File: config.mk
export PLATFORM = sky130hd
export DESIGN_NAME = integer_field_formatter_flat
export DESIGN_NICKNAME = d
export VERILOG_FILES = /design/src/hdl/ifmt_pkg.sv /design/src/hdl/ifmt_if.sv /design/src/hdl/ifmt_ctrl.sv /design/src/hdl/ifmt_dp.sv /design/src/hdl/integer_field_formatter.sv /design/src/flat_wrapper.sv
export SDC_FILE = /design/constraint.sdc
export NUM_CORES = 1
export LEC_CHECK = 0
export BUFFER_PORTS_ARGS = -buffer_cell sky130_fd_sc_hd__buf_2
export CORE_ASPECT_RATIO = 1.2
export CORE_MARGIN = 10
export CORE_UTILIZATION = 62
export DETAILED_ROUTE_END_ITERATION = 10
export PLACE_DENSITY_LB_ADDON = 0.3
export SLEW_MARGIN = 20
export SYNTH_ARGS = -nofsm -noshare
export SYNTH_HDL_FRONTEND = slang
export SYNTH_SLANG_ARGS = --single-unit
File: constraint.sdc
create_clock -name clock -period 6.7 [get_ports clock]
set_clock_uncertainty 0.05 [all_clocks]
set_input_delay 0.67 -clock clock [delete_from_list [all_inputs] [get_ports clock]]
set_output_delay 0.67 -clock clock [all_outputs]
set_load 0.01 [all_outputs]
File: src/hdl/ifmt_pkg.sv
// Shared types, constants and helper functions for the integer field formatter.
`timescale 1ns / 1ps
package ifmt_pkg;

   localparam int MAX_WIDTH_DEF = 48;
   localparam int W_BITS        = 6;
   localparam int P_BITS        = 6;
   localparam int CNT_BITS      = 7;

   localparam logic [2:0] KIND_SDEC  = 3'd0;
   localparam logic [2:0] KIND_UDEC  = 3'd1;
   localparam logic [2:0] KIND_HEXS  = 3'd2;
   localparam logic [2:0] KIND_HEX16 = 3'd3;
   localparam logic [2:0] KIND_HEX32 = 3'd4;

   localparam logic [7:0] CH_SPACE = 8'h20;
   localparam logic [7:0] CH_MINUS = 8'h2D;
   localparam logic [7:0] CH_PLUS  = 8'h2B;
   localparam logic [7:0] CH_ZERO  = 8'h30;
   localparam logic [7:0] CH_UPPER_A = 8'h41;

   typedef enum logic [3:0] {
      OP_NOP,
      OP_LOAD,
      OP_LEAD_SP,
      OP_SCAN_SP,
      OP_SCAN_SKIP,
      OP_SUB,
      OP_ZERO_SKIP,
      OP_SIGN,
      OP_DIGIT,
      OP_TRAIL_SP,
      OP_HEX,
      OP_FLUSH
   } op_type;

   typedef struct packed {
      op_type op;
      logic   idle;
   } cmd_type;

   typedef struct packed {
      logic req_is_dec;
      logic req_is_hex;
      logic w_gt10;
      logic scan_done;
      logic w_gt_pwr;
      logic n_ge_pow;
      logic digit_print;
      logic sign_pending;
      logic pwr_zero;
      logic hex_last;
      logic cnt_lt_w;
      logic can_emit;
      logic out_free;
      logic hold_v;
   } status_type;

   function automatic logic [31:0] pow10(input logic [3:0] p);
      logic [31:0] r;
      unique case (p)
         4'd0:    r = 32'd1;
         4'd1:    r = 32'd10;
         4'd2:    r = 32'd100;
         4'd3:    r = 32'd1000;
         4'd4:    r = 32'd10000;
         4'd5:    r = 32'd100000;
         4'd6:    r = 32'd1000000;
         4'd7:    r = 32'd10000000;
         4'd8:    r = 32'd100000000;
         4'd9:    r = 32'd1000000000;
         default: r = 32'd1;
      endcase
      return r;
   endfunction

   function automatic logic [7:0] hex_ascii(input logic [3:0] nib);
      logic [7:0] r;
      if (nib > 4'd9) begin
         r = CH_UPPER_A + {4'd0, nib} - 8'd10;
      end else begin
         r = CH_ZERO + {4'd0, nib};
      end
      return r;
   endfunction

endpackage

File: src/hdl/ifmt_if.sv
// Valid/ready channel interfaces for the request and response sides.
`timescale 1ns / 1ps
interface ifmt_req_if;
   logic        valid;
   logic        ready;
   logic [2:0]  kind;
   logic [31:0] value;
   logic [5:0]  field_width;
   logic [3:0]  precision;
   logic        plus_flag;
   logic        zero_flag;

   modport source (output valid, kind, value, field_width, precision, plus_flag,
                   zero_flag, input ready);
   modport sink (input valid, kind, value, field_width, precision, plus_flag,
                 zero_flag, output ready);
endinterface

interface ifmt_rsp_if;
   logic       valid;
   logic       ready;
   logic [7:0] out_char;
   logic       last;

   modport source (output valid, out_char, last, input ready);
   modport sink (input valid, out_char, last, output ready);
endinterface

File: src/hdl/ifmt_ctrl.sv
// Sequencing state machine for the integer field formatter.
`timescale 1ns / 1ps
module ifmt_ctrl import ifmt_pkg::*; (
   input  logic       clock,
   input  logic       reset,
   input  logic       req_valid,
   input  status_type stat,
   output cmd_type    cmd
);

   typedef enum logic [8:0] {
      S_IDLE  = 9'b000000001,
      S_LEAD  = 9'b000000010,
      S_SCAN  = 9'b000000100,
      S_DIV   = 9'b000001000,
      S_SIGN  = 9'b000010000,
      S_DIGIT = 9'b000100000,
      S_TRAIL = 9'b001000000,
      S_HEX   = 9'b010000000,
      S_FIN   = 9'b100000000
   } state_type;

   state_type state_ff, state_in;

   always_comb begin
      state_in = state_ff;
      cmd.op   = OP_NOP;
      cmd.idle = (state_ff == S_IDLE);
      unique case (state_ff)
         S_IDLE: begin
            if (req_valid) begin
               cmd.op = OP_LOAD;
               if (stat.req_is_dec) begin
                  state_in = S_LEAD;
               end else if (stat.req_is_hex) begin
                  state_in = S_HEX;
               end else begin
                  state_in = S_FIN;
               end
            end
         end
         S_LEAD: begin
            if (stat.w_gt10) begin
               if (stat.can_emit) cmd.op = OP_LEAD_SP;
            end else begin
               state_in = S_SCAN;
            end
         end
         S_SCAN: begin
            if (stat.scan_done) begin
               state_in = S_DIV;
            end else if (stat.w_gt_pwr) begin
               if (stat.can_emit) cmd.op = OP_SCAN_SP;
            end else begin
               cmd.op = OP_SCAN_SKIP;
            end
         end
         S_DIV: begin
            if (stat.n_ge_pow) begin
               cmd.op = OP_SUB;
            end else if (stat.digit_print) begin
               state_in = stat.sign_pending ? S_SIGN : S_DIGIT;
            end else begin
               cmd.op = OP_ZERO_SKIP;
            end
         end
         S_SIGN: begin
            if (stat.can_emit) begin
               cmd.op   = OP_SIGN;
               state_in = S_DIGIT;
            end
         end
         S_DIGIT: begin
            if (stat.can_emit) begin
               cmd.op   = OP_DIGIT;
               state_in = stat.pwr_zero ? S_TRAIL : S_DIV;
            end
         end
         S_TRAIL: begin
            if (stat.cnt_lt_w) begin
               if (stat.can_emit) cmd.op = OP_TRAIL_SP;
            end else begin
               state_in = S_FIN;
            end
         end
         S_HEX: begin
            if (stat.can_emit) begin
               cmd.op = OP_HEX;
               if (stat.hex_last) state_in = S_TRAIL;
            end
         end
         S_FIN: begin
            if (!stat.hold_v) begin
               state_in = S_IDLE;
            end else if (stat.out_free) begin
               cmd.op   = OP_FLUSH;
               state_in = S_IDLE;
            end
         end
         default: state_in = S_IDLE;
      endcase
   end

   always_ff @(posedge clock) begin
      if (reset) begin
         state_ff <= S_IDLE;
      end else begin
         state_ff <= state_in;
      end
   end

endmodule

File: src/hdl/ifmt_dp.sv
// Datapath: working registers, digit extraction, character hold and output stage.
`timescale 1ns / 1ps
module ifmt_dp import ifmt_pkg::*; #(
   parameter int MAX_WIDTH = MAX_WIDTH_DEF
) (
   input  logic        clock,
   input  logic        reset,
   input  cmd_type     cmd,
   input  logic [2:0]  kind,
   input  logic [31:0] value,
   input  logic [5:0]  field_width,
   input  logic [3:0]  precision,
   input  logic        plus_flag,
   input  logic        zero_flag,
   input  logic        rsp_ready,
   output logic        rsp_valid,
   output logic [7:0]  rsp_char,
   output logic        rsp_last,
   output status_type  stat
);

   localparam logic [W_BITS-1:0] WMAX = W_BITS'(MAX_WIDTH);

   logic [31:0]         n_ff, n_in;
   logic [W_BITS-1:0]   w_ff, w_in;
   logic [P_BITS-1:0]   prec_ff, prec_in;
   logic [3:0]          pwr_ff, pwr_in;
   logic [3:0]          q_ff, q_in;
   logic [2:0]          idx_ff, idx_in;
   logic                neg_ff, neg_in, plus_ff, plus_in, started_ff, started_in;
   logic [CNT_BITS-1:0] cnt_ff, cnt_in;
   logic [7:0]          hold_ff, hold_in;
   logic                hold_v_ff, hold_v_in;
   logic                rsp_valid_ff, rsp_valid_in;
   logic [7:0]          rsp_char_ff, rsp_char_in;
   logic                rsp_last_ff, rsp_last_in;

   logic                req_dec, req_neg, req_sign;
   logic [W_BITS-1:0]   wsat;
   logic [31:0]         pow, nib_word;
   logic [P_BITS-1:0]   pwr_ext, pwr_ext1;
   logic                emit;
   logic [7:0]          ch;

   assign req_dec  = (kind == KIND_SDEC) || (kind == KIND_UDEC);
   assign req_neg  = (kind == KIND_SDEC) && value[31];
   assign req_sign = req_neg || plus_flag;
   assign wsat     = (field_width > WMAX) ? WMAX : field_width;

   assign pow      = pow10(pwr_ff);
   assign pwr_ext  = {2'b00, pwr_ff};
   assign pwr_ext1 = pwr_ext + P_BITS'(1);
   assign nib_word = n_ff >> {idx_ff, 2'b00};

   always_comb begin
      stat.req_is_dec   = req_dec;
      stat.req_is_hex   = (kind == KIND_HEXS) || (kind == KIND_HEX16) ||
                          (kind == KIND_HEX32);
      stat.w_gt10       = w_ff > W_BITS'(10);
      stat.n_ge_pow     = n_ff >= pow;
      stat.pwr_zero     = (pwr_ff == 4'd0);
      stat.scan_done    = stat.pwr_zero || stat.n_ge_pow || (prec_ff > pwr_ext);
      stat.w_gt_pwr     = w_ff > pwr_ext;
      stat.sign_pending = neg_ff || plus_ff;
      stat.digit_print  = (q_ff != 4'd0) || started_ff || stat.pwr_zero ||
                          (prec_ff > (stat.sign_pending ? pwr_ext1 : pwr_ext));
      stat.hex_last     = (idx_ff == 3'd0);
      stat.cnt_lt_w     = cnt_ff < {1'b0, w_ff};
      stat.out_free     = !rsp_valid_ff || rsp_ready;
      stat.hold_v       = hold_v_ff;
      stat.can_emit     = !hold_v_ff || stat.out_free;
   end

   always_comb begin
      emit = 1'b0;
      ch   = CH_SPACE;
      unique case (cmd.op)
         OP_LEAD_SP, OP_SCAN_SP, OP_TRAIL_SP: emit = 1'b1;
         OP_SIGN: begin
            emit = 1'b1;
            ch   = neg_ff ? CH_MINUS : CH_PLUS;
         end
         OP_DIGIT: begin
            emit = 1'b1;
            ch   = CH_ZERO + {4'd0, q_ff};
         end
         OP_HEX: begin
            emit = 1'b1;
            ch   = hex_ascii(nib_word[3:0]);
         end
         default: emit = 1'b0;
      endcase
   end

   always_comb begin
      n_in       = n_ff;
      w_in       = w_ff;
      prec_in    = prec_ff;
      pwr_in     = pwr_ff;
      q_in       = q_ff;
      idx_in     = idx_ff;
      neg_in     = neg_ff;
      plus_in    = plus_ff;
      started_in = started_ff;
      cnt_in     = cnt_ff;
      unique case (cmd.op)
         OP_LOAD: begin
            if (req_dec) begin
               n_in = req_neg ? (32'd0 - value) : value;
            end else if (kind == KIND_HEX32) begin
               n_in = value;
            end else begin
               n_in = {16'd0, value[15:0]};
            end
            w_in = (req_dec && req_sign && (wsat != '0)) ? wsat - W_BITS'(1) : wsat;
            prec_in = (zero_flag && (wsat > {2'b00, precision})) ? wsat
                                                                  : {2'b00, precision};
            if (kind == KIND_HEX32) begin
               idx_in = 3'd7;
            end else if (kind == KIND_HEX16 || value[15:8] != 8'd0) begin
               idx_in = 3'd3;
            end else begin
               idx_in = 3'd1;
            end
            pwr_in     = 4'd9;
            q_in       = 4'd0;
            neg_in     = req_neg;
            plus_in    = plus_flag;
            started_in = 1'b0;
            cnt_in     = '0;
         end
         OP_LEAD_SP:                pwr_in = pwr_ff;
         OP_SCAN_SP, OP_SCAN_SKIP:  pwr_in = pwr_ff - 4'd1;
         OP_SUB: begin
            n_in = n_ff - pow;
            q_in = q_ff + 4'd1;
         end
         OP_ZERO_SKIP: begin
            pwr_in = pwr_ff - 4'd1;
            q_in   = 4'd0;
         end
         OP_SIGN: begin
            neg_in  = 1'b0;
            plus_in = 1'b0;
         end
         OP_DIGIT: begin
            started_in = 1'b1;
            q_in       = 4'd0;
            if (!stat.pwr_zero) pwr_in = pwr_ff - 4'd1;
         end
         OP_HEX:    idx_in = idx_ff - 3'd1;
         default:   n_in = n_ff;
      endcase
      if (cmd.op == OP_LEAD_SP) w_in = w_ff - W_BITS'(1);
      if (emit) cnt_in = cnt_ff + CNT_BITS'(1);
   end

   // Hold one character back so the final one can carry the last marker.
   always_comb begin
      hold_in      = hold_ff;
      hold_v_in    = hold_v_ff;
      rsp_char_in  = rsp_char_ff;
      rsp_last_in  = rsp_last_ff;
      rsp_valid_in = rsp_valid_ff && !rsp_ready;
      if (emit) begin
         hold_in   = ch;
         hold_v_in = 1'b1;
         if (hold_v_ff) begin
            rsp_char_in  = hold_ff;
            rsp_last_in  = 1'b0;
            rsp_valid_in = 1'b1;
         end
      end else if (cmd.op == OP_FLUSH) begin
         hold_v_in    = 1'b0;
         rsp_char_in  = hold_ff;
         rsp_last_in  = 1'b1;
         rsp_valid_in = 1'b1;
      end
   end

   always_ff @(posedge clock) begin
      if (reset) begin
         hold_v_ff    <= 1'b0;
         rsp_valid_ff <= 1'b0;
      end else begin
         hold_v_ff    <= hold_v_in;
         rsp_valid_ff <= rsp_valid_in;
      end
   end

   always_ff @(posedge clock) begin
      n_ff        <= n_in;
      w_ff        <= w_in;
      prec_ff     <= prec_in;
      pwr_ff      <= pwr_in;
      q_ff        <= q_in;
      idx_ff      <= idx_in;
      neg_ff      <= neg_in;
      plus_ff     <= plus_in;
      started_ff  <= started_in;
      cnt_ff      <= cnt_in;
      hold_ff     <= hold_in;
      rsp_char_ff <= rsp_char_in;
      rsp_last_ff <= rsp_last_in;
   end

   assign rsp_valid = rsp_valid_ff;
   assign rsp_char  = rsp_char_ff;
   assign rsp_last  = rsp_last_ff;

endmodule

File: src/hdl/integer_field_formatter.sv
// Top level of the integer field formatter: controller, datapath and checks.
`timescale 1ns / 1ps
// Usage:
//   req_ch carries one format request (kind, value, field_width, precision,
//   plus_flag, zero_flag). A transfer happens when valid and ready are high
//   at a clock edge; ready is high only while the block is idle.
//   rsp_ch returns the formatted field one ASCII character per transfer,
//   most significant first, with last set on the final character.
//   Undefined kinds (five to seven) are taken and produce no characters.
// Sequencing:
//   Decimal digits come from repeated subtraction of the current power of
//   ten; lead spaces, scan steps, skipped leading zero positions, the
//   sign and hex digits each come from a single sequencer command. Each
//   character passes through a hold register and then the output
//   register, so one character is held back until the next one is
//   produced or the field is flushed with last set.
// Reset and stalls:
//   Synchronous reset returns the controller to idle and empties the
//   character hold and the output register. When rsp_ch stalls, the
//   sequencer holds at its next character-producing step; nothing is lost.
module integer_field_formatter import ifmt_pkg::*; #(
   parameter int MAX_WIDTH = MAX_WIDTH_DEF
) (
   input  logic            clock,
   input  logic            reset,
   ifmt_req_if.sink        req_ch,
   ifmt_rsp_if.source      rsp_ch
);

   cmd_type    cmd;
   status_type stat;

   // Sequence the layout: lead spaces, scan, sign, digits or hex digits, trailing spaces.
   ifmt_ctrl u_ctrl (
      .clock     (clock),
      .reset     (reset),
      .req_valid (req_ch.valid),
      .stat      (stat),
      .cmd       (cmd)
   );

   // Hold the working number and drive characters into the output register.
   ifmt_dp #(
      .MAX_WIDTH (MAX_WIDTH)
   ) u_dp (
      .clock       (clock),
      .reset       (reset),
      .cmd         (cmd),
      .kind        (req_ch.kind),
      .value       (req_ch.value),
      .field_width (req_ch.field_width),
      .precision   (req_ch.precision),
      .plus_flag   (req_ch.plus_flag),
      .zero_flag   (req_ch.zero_flag),
      .rsp_ready   (rsp_ch.ready),
      .rsp_valid   (rsp_ch.valid),
      .rsp_char    (rsp_ch.out_char),
      .rsp_last    (rsp_ch.last),
      .stat        (stat)
   );

   // Accept a request only while idle.
   assign req_ch.ready = cmd.idle;

   // A character must never be produced into a full hold/output pair.
   a_emit_room: assert property (@(posedge clock) disable iff (reset)
      (cmd.op == OP_LEAD_SP || cmd.op == OP_SCAN_SP || cmd.op == OP_SIGN ||
       cmd.op == OP_DIGIT || cmd.op == OP_TRAIL_SP || cmd.op == OP_HEX)
      |-> stat.can_emit)
      else $error("character produced without room");

   // Flush only moves a held character into a free output register.
   a_flush_ok: assert property (@(posedge clock) disable iff (reset)
      (cmd.op == OP_FLUSH) |-> (stat.hold_v && stat.out_free))
      else $error("flush without held character or output room");

   // Idle means the previous field has been fully handed to the output.
   a_idle_empty: assert property (@(posedge clock) disable iff (reset)
      req_ch.ready |-> !stat.hold_v)
      else $error("idle with a character still held");

   // A flush always ends the field with a last-marked character.
   a_flush_last: assert property (@(posedge clock) disable iff (reset)
      (cmd.op == OP_FLUSH) |=> (rsp_ch.valid && rsp_ch.last))
      else $error("flush did not present the last character");

endmodule

File: src/flat_wrapper.sv
// flat-port wrapper written by rule: the top's interface ports become plain ports
module integer_field_formatter_flat import ifmt_pkg::*;
#(
   parameter int MAX_WIDTH = MAX_WIDTH_DEF
)
  (clock, reset, req_ch_valid, req_ch_kind, req_ch_value, req_ch_field_width, req_ch_precision, req_ch_plus_flag, req_ch_zero_flag, req_ch_ready, rsp_ch_valid, rsp_ch_out_char, rsp_ch_last, rsp_ch_ready);
  ifmt_req_if req_ch_i ();
  ifmt_rsp_if rsp_ch_i ();
  input  logic clock;
  input  logic reset;
  input wire logic [$bits(req_ch_i.valid)-1:0] req_ch_valid;
  input wire logic [$bits(req_ch_i.kind)-1:0] req_ch_kind;
  input wire logic [$bits(req_ch_i.value)-1:0] req_ch_value;
  input wire logic [$bits(req_ch_i.field_width)-1:0] req_ch_field_width;
  input wire logic [$bits(req_ch_i.precision)-1:0] req_ch_precision;
  input wire logic [$bits(req_ch_i.plus_flag)-1:0] req_ch_plus_flag;
  input wire logic [$bits(req_ch_i.zero_flag)-1:0] req_ch_zero_flag;
  output wire logic [$bits(req_ch_i.ready)-1:0] req_ch_ready;
  output wire logic [$bits(rsp_ch_i.valid)-1:0] rsp_ch_valid;
  output wire logic [$bits(rsp_ch_i.out_char)-1:0] rsp_ch_out_char;
  output wire logic [$bits(rsp_ch_i.last)-1:0] rsp_ch_last;
  input wire logic [$bits(rsp_ch_i.ready)-1:0] rsp_ch_ready;
  assign req_ch_i.valid = req_ch_valid;
  assign req_ch_i.kind = req_ch_kind;
  assign req_ch_i.value = req_ch_value;
  assign req_ch_i.field_width = req_ch_field_width;
  assign req_ch_i.precision = req_ch_precision;
  assign req_ch_i.plus_flag = req_ch_plus_flag;
  assign req_ch_i.zero_flag = req_ch_zero_flag;
  assign req_ch_ready = req_ch_i.ready;
  assign rsp_ch_valid = rsp_ch_i.valid;
  assign rsp_ch_out_char = rsp_ch_i.out_char;
  assign rsp_ch_last = rsp_ch_i.last;
  assign rsp_ch_i.ready = rsp_ch_ready;
  integer_field_formatter #(.MAX_WIDTH(MAX_WIDTH)) u_core (.clock(clock), .reset(reset), .req_ch(req_ch_i), .rsp_ch(rsp_ch_i));
endmodule
### Word level (Yosys, flattened, before mapping)

Memories as Yosys holds them, arrays and structs flattened. A register that Yosys moved wholly into a read port is not among the register bits.
Index checks and enable logic that the tools add are counted.
W data, S select, Z words.

* register bits after elaboration: 93
* bits in read-only memories: 480
* bits of input ports: 51
* output and inout port bits: 11
* logic and storage cells: 190
* memories kept: 1

Memory list
* (name not given): words 16, width 30, rd ports 1, clocked after Yosys merged registers in 1, wr ports 0, RTL line ifmt_pkg.sv:61 `unique case (p)`

* $add $sub $neg: 13
* $lt $le $gt $ge: 9
* equality and inequality tests: 37
* shift operators: 1
* mux-type cells: 70
* reductions and logical operators: 42

Operators by type and width (count)
* $mux W9: 14
* $mux W32: 3
* $pmux W9 S9: 1
* $pmux W32 S2: 1
* $mux W4: 11
* $pmux W4 S9: 1
* $ge A32 B32 Y1: 1
* $mux W8: 4
* $shr A32 B5 Y4: 1
* $sub A1 B32 Y32 const A: 1
* $sub A32 B32 Y32: 1
* $mux W6: 5
* $pmux W8 S3: 1
* $mux W7: 3
* $gt A6 B4 Y1: 3
* $eq A4 B3 Y1 const B: 4
* $eq A4 B4 Y1 const B: 4
* $reduce_bool A2 Y1: 8
* $mux W3: 5
* $add A6 B4 Y7 const A: 2
* $logic_or A1 B1 Y1: 13
* $ne A2 B1 Y1 const B: 6
* $ne A2 B2 Y1 const B: 6
* $pmux W4 S3: 1
* 46 further kinds: 72

### Longest topological paths before layout

Gate-level depths: netlist of run 1.

* depth in word-level cells: 12
* gate-level depth with buffers: 18

### By module

From an unflattened synthesis of run 1, not the netlist that was laid out.

* cells, all modules: 1033
* area, all modules: 9211.3 um^2

Modules (own cells, without submodules)
* ifmt_dp: instances 1, cells an instance 921, area each 8374.3 um^2
* ifmt_ctrl: instances 1, cells an instance 112, area each 837.1 um^2

### Worst setup path after synthesis of run 1

OpenSTA, ideal clock, no wires.

* path kind: register to register
* start: register u_core.u_dp.pwr_ff[0]
* end: register u_core.u_dp.n_ff[0] (enable)
* setup time: 0.470 ns
* arrival time: 4.768 ns
* slack: 1.412 ns
* stages on the path, launching flop included: 11
* buffers on the path: 0
* path through: edfxtp_1 inv_1 or4_1 xnor2_1 ha_1 o211a_1 a2111oi_0 o2111a_1 a21o_1 a21boi_0 a21boi_0

* longest elaborated chain between the ends: 9
* elaborated cells on any way between the ends: 18

Ends and longest elaborated chain
* start: declaration: RTL line ifmt_dp.sv:27 `logic [3:0] pwr_ff, pwr_in;`
* start signal: assignment: RTL line ifmt_dp.sv:195 `pwr_ff <= pwr_in;`
* $add A4 B1 Y5: RTL line ifmt_dp.sv:52 `assign pwr_ext1 = pwr_ext + P_BITS'(1);`
* $mux W5: RTL line ifmt_dp.sv:66 `(prec_ff > (stat.sign_pending ? pwr_ext1 : pwr_ext));`
* $gt A6 B5 Y1: RTL line ifmt_dp.sv:66
* $logic_or A1 B1 Y1: RTL line ifmt_dp.sv:65 `stat.digit_print = (q_ff != 4'd0) || started_ff || stat.pwr_zero ||`
* $mux W3: RTL line ifmt_ctrl.sv:61 `end else if (stat.digit_print) begin`
* $mux W3: RTL line ifmt_ctrl.sv:59 `if (stat.n_ge_pow) begin`
* $pmux W4 S9 *: RTL line ifmt_ctrl.sv:29 `unique case (state_ff)`
* $eq A4 B1 Y1 or $eq A4 B3 Y1 (tied branches): RTL line ifmt_dp.sv:106 `unique case (cmd.op)`
* $reduce_bool A2 Y1 (no line) *
* end signal: assignment: RTL line ifmt_dp.sv:192 `n_ff <= n_in;`
* end: declaration: RTL line ifmt_dp.sv:24 `logic [31:0] n_ff, n_in;`

Every way passes the cells marked *; elsewhere a longest branch is shown, timed or not.
A chain may end at the register's enable or synchronous reset.

### Final worst setup path of run 1

* start: register u_core.u_dp.n_ff[0]
* end: register, netlist name u_core.u_dp.pow[8]

* longest elaborated chain between the ends: 10
* elaborated cells on any way between the ends: 17

Ends and longest elaborated chain
* $ge A32 B32 Y1 *: RTL line ifmt_dp.sv:60 `stat.n_ge_pow = n_ff >= pow;`
* $logic_or A1 B1 Y1 (2 in a row): RTL line ifmt_dp.sv:62 `stat.scan_done = stat.pwr_zero || stat.n_ge_pow || (prec_ff > pwr_ext);`
* $mux W4: RTL line ifmt_ctrl.sv:50 `if (stat.scan_done) begin`
* $pmux W4 S9 *: RTL line ifmt_ctrl.sv:29
* $eq A4 B3 Y1 or $eq A4 B2 Y1 (tied branches): RTL line ifmt_dp.sv:106
* $reduce_or A3 Y1 (no line)
* $reduce_bool A3 Y1 (no line)
* $reduce_and A2 Y1 (no line)
* $mux W4 (no line) *

Marks and branches as above.

==> results by group, run 1 <==
Power and ir drop
  – Max rail drop VDD: 0.265 mV
  – PwrDens: 324 nW/um2
  – Static leakage: 4.07 nW

Synthesis
  – Top cells by area, synth: edfxtp_1 (28%), ha_1 (10%), dfxtp_1 (7.9%), a21oi_1 (5.4%), nor2_1 (3.9%)
  – Register area share after synthesis: 35.9%
  – Syn_area_per_cell: 8.96 um2
  – Async SR Flop Fraction: 0%
  – Post-synth EDFFs: 80
  – Yosys cell types: 79
  – Synth top area share: 27.9%
  – Ys flop type: edfxtp_1
  – Flops & latches, synth: 114
  – Yosys warning total: 0
  – Synth Cell Area: 8600 um2
  – Mapped Cells: 959
  – Syn Nets: 1082
  – Yosys top cell by area: edfxtp_1

Clocking
  – Longest Clk Path Bufs: 2
  – CTS Sinks: 114
  – Post-CTS Repair Setup Buffers: 0
  – Root Buffer: clkbuf_16
  – Number of buffers created by CTS: 17
  – Worst skew pair latency: 420 ps
  – H-tree levels: 4
  – Clock transition at the registers of the reported paths: 60 ps
  – Post-CTS resize count: 0
  – Hold Buf Count CTS: 0
  – TritonCTS clock tree: done

Placed design
  – IO buf count: 60
  – Placed wire-length estimate: 16.7 mm
  – RD Place Congestion: 0.929
  – Placed cells: 1162
  – DP Worst Slack: 1870 ps

Worst setup path
  – Reg2reg end: u_core.u_dp.pow[8]$_DFF_P_
  – Worst R2R Path Depth: 14
  – Worst EP arrival: 5050 ps
  – FF-to-FF setup slack: 1860 ps
  – Critical path origin: u_core.u_dp.n_ff[0]$_DFFE_PP_
  – Crit start category: flop
  – WP data required: 6900 ps
  – Worst-path maximum fanout: 27
  – Worst setup endpoint: u_core.u_dp.pow[8]$_DFF_P_
  – CP endpoint kind: flop
  – Crit Path Category: reg -> reg
  – Reg2Reg Launch Point: u_core.u_dp.n_ff[0]$_DFFE_PP_

STA
  – Slew headroom: 28.6%
  – Worst slew pin tran: 1070 ps
  – FMAX: 206 MHz
  – Slew Viols, Final: 0
  – Fin. Hold Viols: 0
  – Setup ws final: 1860 ps
  – Final cycle utilization of the critical path: 72.3%
  – WHS: 370 ps
  – RSZ-0062 raised after global routing: false
  – Tmin final: 4840 ps
  – Setup TNS: 0 ps
  – Final setup violation count: 0

Global routing
  – Vias in the first global route: 7401
  – Most Crowded Layer GR: met2
  – Met2 usage: 40.8%
  – Global-route wire length before repair: 35.4 mm
  – Met3 Use GR: 4.30%
  – GRT Resource Usage Total: 23.1%
  – Initial antenna violation count: 0
  – Total grt overflow: 0
  – Largest net degree at the start of global routing: 40
  – Met1 Use GR: 26.6%

Floorplanning
  – Ports: 62
  – DIE HEIGHT: 149 um
  – Num rows: 47
  – Core area: 13700 um2
  – Starting Density: 62.7%
  – Die area: 19000 um2
  – Die X: 127 um

Min path
  – Hold path start: u_core.u_dp.hold_ff[6]$_SDFFCE_PN0P_
  – Worst hold path class: reg -> reg

Layout
  – Share of cells above drive strength 1: 13.0%
  – Final layout net count: 1133
  – Post-layout util: 70.3%
  – Antenna cell count: 0
  – Commonest non-fill, non-tap cell in the layout: a21oi_1
  – Finished Layout Cells: 1194
  – Area delta synth->final: 12.1%
  – Most frequent cells in the layout: a21oi_1 (93), nor2_1 (89), edfxtp_1 (80)
  – Filler Cell Count: 1108

Drt
  – 1st-iter DRT viols: 585
  – Vias/cell: 6.18
  – DRT Wirelength: 21.9 mm
  – Final antenna-violating net count: 0
  – Via count: 7380
  – DR pass1 iterations: 5
  – Number of remaining DRC errors: 0
  – WL per Instance: 18.4 um

Job
  – Max Cap Viol: 0

Run status
  – Status: finished, final reports clean
synthesized netlist by cell type, types with 11 or more instances:
library cell and n:
a21oi_1 93, nor2_1 90, edfxtp_1 80, ha_1 71, nand2_1 70, inv_1 66
o21ai_0 57, xnor2_1 37, dfxtp_1 34, xor2_1 30, clkbuf_1 27, nand3_1 24
a21o_1 19, nand2b_1 19, mux2i_1 16, nor2b_1 15, and3_1 14, nor3_1 14
and2_1 11, nand3b_1 11, nor4_1 11
cells by family after synthesis:
family | Yosys count | share of synthesized area [%]
adder cells (fa/ha/maj) | 72 | 10.6
flip-flops | 114 | 35.9
XOR/XNOR | 67 | 6.83
other | 1 | 0.0436
AO/OA/AOI/OAI | 250 | 18.3
buffers and inverters | 103 | 4.72
multiplexers | 26 | 4.22
AND/OR/NAND/NOR | 326 | 19.5
worst max-delay path, stage by stage (launching register included):
cell      delay, ps
edfxtp_1        380
inv_1            70
ha_1            180
fa_1            220
nand2b_1        140
a21oi_1         140
o211ai_1        220
nand4_1         120
a21oi_1         630
nand2b_1        910
a31o_4          310
a211oi_1         90
a311oi_2        810
or2_2           290
o221ai_1        120
area by class of cell:
cell class                      count  area (um2)  area share, %
Sequential cell                   114        3080           32.0
Timing Repair Buffer               66         345           3.58
Multi-Input combinational cell    742        5130           53.2
Inverter                           69         259           2.69
Clock buffer                       27         577           5.98
Clock inverter                      5        33.8          0.351
Tap cell                          171         214           2.22
report_power, final:
part           switching [mW]  internal (mW)  total [mW]
Clock                   0.321          0.589       0.910
Sequential              0.101          0.914        1.01
Combinational           0.717          0.476        1.19
Total                    1.14           1.98        3.12
how the worst min path moves through the flow:
stage	cells past startpoint	slack [ps]	endpoint
floorplan	0	350	u_core.u_dp.rsp_char[0]$_DFFE_PP_
global placement	0	350	u_core.u_dp.rsp_char[1]$_DFFE_PP_
detailed placement	0	360	u_core.u_dp.rsp_char[2]$_DFFE_PP_
CTS	0	370	u_core.u_dp.rsp_char[6]$_DFFE_PP_
global route	0	380	u_core.u_dp.rsp_char[2]$_DFFE_PP_
finish	0	370	u_core.u_dp.rsp_char[6]$_DFFE_PP_
registers in the layout, indices dropped and copies added (netlist names), 3 cells and up:
signal	count
u_core.u_dp.hold_ff	7
u_core.u_dp.idx_ff	3
u_core.u_dp.pow	23
u_core.u_dp.w_ff	6
u_core.u_dp.n_ff	32
u_core.u_dp.q_ff	4
u_core.u_dp.pwr_ff	4
u_core.u_dp.prec_ff	6
u_core.u_dp.rsp_char	7
u_core.u_ctrl.state_ff	9
u_core.u_dp.cnt_ff	7
routing by layer:
layer / wire length [um] / part of all wire (%) / vias to the layer above
met5: 0 / 0 / -
met3: 1290 / 5.9 / 43
li1: - / - / 3600
met2: 11200 / 51 / 279
met1: 8900 / 41 / 3458
met4: 552 / 2.5 / 0
through the flow:
| step | area (um2) | total power, mW |
|---|---|---|
| final | 9640 | 3.12 |
| after CTS | 9630 | 3.10 |
| after detailed placement | 9020 | 2.18 |
| after global placement | 9020 | 2.15 |
| after global routing | 9640 | 3.30 |
| after floorplan | 8600 | 1.88 |
Power figures use the tool's default switching activity.
==> run 2, diff against run 1 <==
--- a/config.mk
+++ b/config.mk
@@ -5,10 +5,11 @@
 export SDC_FILE = /design/constraint.sdc
 export NUM_CORES = 1
 export LEC_CHECK = 0
+export ABC_AREA = 1
 export BUFFER_PORTS_ARGS = -buffer_cell sky130_fd_sc_hd__buf_2
 export CORE_ASPECT_RATIO = 1.2
 export CORE_MARGIN = 10
-export CORE_UTILIZATION = 62
+export CORE_UTILIZATION = 56
 export DETAILED_ROUTE_END_ITERATION = 10
 export PLACE_DENSITY_LB_ADDON = 0.3
 export SLEW_MARGIN = 20
==> constraint.sdc (replaced) <==
create_clock -name clock -period 4.2 [get_ports clock]
set_clock_uncertainty 0.05 [all_clocks]
set_input_delay 0.42 -clock clock [delete_from_list [all_inputs] [get_ports clock]]
set_output_delay 0.42 -clock clock [all_outputs]
set_load 0.01 [all_outputs]
==> run 2 against run 1 <==
Against the previous run:
- cell area rose by 9.8%
- core utilization fell by 7.3 points
- register-to-register slack got worse by 1300 ps
- global-route usage fell by 0.19 points
- critical path type unchanged
- largest cell class unchanged
- highest routed layer unchanged
==> results by group, run 2 <==
Clocking
  – Clock transition at the registers of the reported paths: 60 ps (about the same)
  – Number of buffers created by CTS: 17 (unchanged)
  – TritonCTS clock tree: done
  – Longest Clk Path Bufs: 2 (unchanged)
  – CTS Sinks: 114 (unchanged)
  – Post-CTS resize count: 0 (unchanged)
  – Hold Buf Count CTS: 0 (unchanged)
  – Root Buffer: clkbuf_16
  – Post-CTS Repair Setup Buffers: 0 (unchanged)
  – H-tree levels: 4 (unchanged)
  – Worst skew pair latency: 420 ps (about the same)

Placed design
  – Placed wire-length estimate: 20.9 mm (+26%)
  – IO buf count: 60 (unchanged)
  – Placed cells: 1546 (+33%)
  – DP Worst Slack: 609 ps (-1260 ps)
  – RD Place Congestion: 0.981 (+5.5%)
  – Post-placement cell area: 10000 um2 (+11%)

STA
  – Final setup violation count: 0 (unchanged)
  – WHS: 162 ps (-209 ps)
  – Slew headroom: 37.9% (+9.3 points)
  – Slew Viols, Final: 0 (unchanged)
  – Worst slew pin tran: 917 ps (-154 ps)
  – Fin. Hold Viols: 0 (unchanged)
  – Setup TNS: 0 ps (unchanged)
  – RSZ-0062 raised after global routing: false
  – Final cycle utilization of the critical path: 87.6% (+15 points)
  – Tmin final: 3680 ps (-1160 ps)
  – FMAX: 272 MHz (+32%)
  – Setup ws final: 521 ps (-1340 ps)

Layout
  – Largest register FFs: 32 (unchanged)
  – Commonest non-fill, non-tap cell in the layout: nand2_1
  – Area of the multi-input gates: 5590 um2 (+9.0%)
  – Final layout net count: 1472 (+30%)
  – Post-route cell area: 10600 um2 (+9.8%)
  – Area delta synth->final: 11.4%
  – Finished Layout Cells: 1578 (+32%)
  – Post-layout util: 63.0% (-7.3 points)
  – Most frequent cells in the layout: nand2_1 (259), inv_1 (178), nor2_1 (122)
  – Filler Cell Count: 1530 (+38%)
  – Most flops, register: u_core.u_dp.n_ff
  – Antenna cell count: 0 (unchanged)
  – Share of cells above drive strength 1: 13.5% (+0.51 points)
  – Storage cell area: 3080 um2 (unchanged)

Global routing
  – Total grt overflow: 0 (unchanged)
  – GRT Resource Usage Total: 22.9% (-0.19 points)
  – Vias in the first global route: 8696 (+17%)
  – Global-route wire length before repair: 42.6 mm (+20%)
  – Largest net degree at the start of global routing: 33 (-18%)
  – Initial antenna violation count: 0 (unchanged)

Synthesis
  – Post-synth EDFFs: 80 (unchanged)
  – Count leader, synth: nand2_1
  – Syn_area_per_cell: 7.41 um2 (-17%)
  – Top cells by area, synth: edfxtp_1 (25%), nand2_1 (10%), ha_1 (9.4%), dfxtp_1 (7.2%), inv_1 (7.0%)
  – Async SR Flop Fraction: 0% (unchanged)
  – Synth Cell Area: 9500 um2 (+10%)
  – Ys flop type: edfxtp_1
  – Register area share after synthesis: 32.5% (-3.4 points)
  – Commonest cells post-synth: nand2_1 (259), inv_1 (178), nor2_1 (122), o21ai_0 (112), edfxtp_1 (80)
  – Syn Nets: 1405 (+30%)
  – Yosys warning total: 0 (unchanged)
  – Yosys cell types: 63 (-20%)
  – Mapped Cells: 1282 (+34%)
  – Synth top area share: 25.3% (-2.7 points)
  – Flops & latches, synth: 114 (unchanged)
  – Yosys top cell by area: edfxtp_1

Drt
  – Met1 WL: 10.5 mm (+18%)
  – Final antenna-violating net count: 0 (unchanged)
  – Met2 WL: 13.6 mm (+22%)
  – Via count: 8876 (+20%)
  – Number of remaining DRC errors: 0 (unchanged)
  – Top sig layer: met4
  – 1st-iter DRT viols: 801 (+37%)
  – DR pass1 iterations: 5 (unchanged)
  – DRT Wirelength: 26.3 mm (+20%)
  – Met3 routed WL: 1.45 mm (+13%)
  – WL per Instance: 16.7 um (-9.3%)
  – Vias/cell: 5.62 (-9.0%)

Worst setup path
  – Crit Path Category: reg -> reg
  – Worst-path maximum fanout: 8 (-70%)
  – Crit start category: flop
  – WP data required: 4520 ps (-2380 ps)
  – Worst EP arrival: 4000 ps (-1050 ps)
  – CP endpoint kind: flop

Floorplanning
  – Num rows: 52 (+11%)
  – DIE HEIGHT: 163 um (+9.2%)
  – Die area: 22600 um2 (+19%)
  – Starting Density: 56.6% (-6.2 points)
  – Ports: 62 (unchanged)
  – Core area: 16800 um2 (+23%)
  – Die X: 139 um (+8.9%)

Run status
  – Status: finished, final reports clean

Min path
  – Worst hold path class: in -> reg

Power and ir drop
  – Static leakage: 4.91 nW (+21%)
  – Max rail drop VDD: 0.501 mV (+89%)
  – PwrDens: 781 nW/um2 (+140%)
  – Post-route total power: 8.27 mW (+170%)

Job
  – Max Cap Viol: 0 (unchanged)
run 2: cell types whose count changed after synthesis, moves of 13 or more:
| cell | before | now |
|---|---|---|
| nand2_2 | 0 | 22 |
| xnor2_1 | 37 | 21 |
| mux2i_1 | 16 | 0 |
| nand4_1 | 9 | 28 |
| nand2_1 | 70 | 259 |
| nand2b_1 | 19 | 0 |
| nor2b_1 | 15 | 0 |
| nand3_1 | 24 | 69 |
| a21o_1 | 19 | 6 |
| a21oi_1 | 93 | 69 |
| o21ai_0 | 57 | 112 |
| nor2_1 | 90 | 122 |
| and3_1 | 14 | 0 |
| inv_1 | 66 | 178 |
run 2: area by class of cell:
| cell class | instances | area share (%) |
|---|---|---|
| Multi-Input combinational cell | 954 | 52.8 |
| Tap cell | 216 | 2.55 |
| Clock buffer | 17 | 4.02 |
| Timing Repair Buffer | 70 | 3.55 |
| Inverter | 192 | 6.87 |
| Sequential cell | 114 | 29.1 |
| Clock inverter | 15 | 1.06 |
run 2: kinds of logic after synthesis:
kind of cell / count (synthesis) / share of synthesized area (%)
AND/OR/NAND/NOR: 576 / 29.0
AO/OA/AOI/OAI: 245 / 14.6
other: 1 / 0.0395
XOR/XNOR: 60 / 5.53
buffers and inverters: 214 / 8.83
flip-flops: 114 / 32.5
adder cells (fa/ha/maj): 72 / 9.56
run 2: path summary, 6_finish.rpt:
check | start | endpoint | slack, ps | cells past startpoint
setup / recovery | u_core.u_dp.pwr_ff[0]$_DFFE_PN_ | u_core.u_dp.pow[18]$_DFF_P_ | 520 | 21
hold / removal | reset | u_core.u_dp.hold_v_ff$_SDFFE_PP0P_ | 160 | 2
setup reg to reg | u_core.u_dp.pwr_ff[0]$_DFFE_PN_ | u_core.u_dp.pow[18]$_DFF_P_ | 520 | 21
hold reg to reg | u_core.u_dp.hold_ff[5]$_SDFFCE_PN1P_ | u_core.u_dp.rsp_char[5]$_DFFE_PP_ | 370 | 0
run 2: report_power, final:
part,leakage (nW),internal (mW),switching (mW)
Clock,0.238,0.754,0.568
Combinational,3.66,1.62,3.14
Sequential,1.01,1.82,0.369
Total,4.91,4.19,4.07
run 2: critical path: stages (launching register included):
cell      delay (ps)
edfxtp_1         550
inv_1            150
ha_1             330
o21ai_0          110
ha_1             350
inv_1             50
o21bai_1         220
a21oi_1           90
o21ai_0          170
nand2_1          100
nand4_1          140
nand4_2          130
nand2_2          100
nand3_4          120
nand3_1          110
nand2_2          150
inv_1            150
ha_1             180
inv_1             70
nor2_4           110
nand2_2           80
nand2_1           70
run 2: layer usage:
layer | GRT usage [%] | vias up
li1 | - | 4437
met4 | 9.69 | 0
met1 | 25.3 | 4095
met2 | 42.3 | 285
met3 | 3.85 | 59
met5 | 0 | -
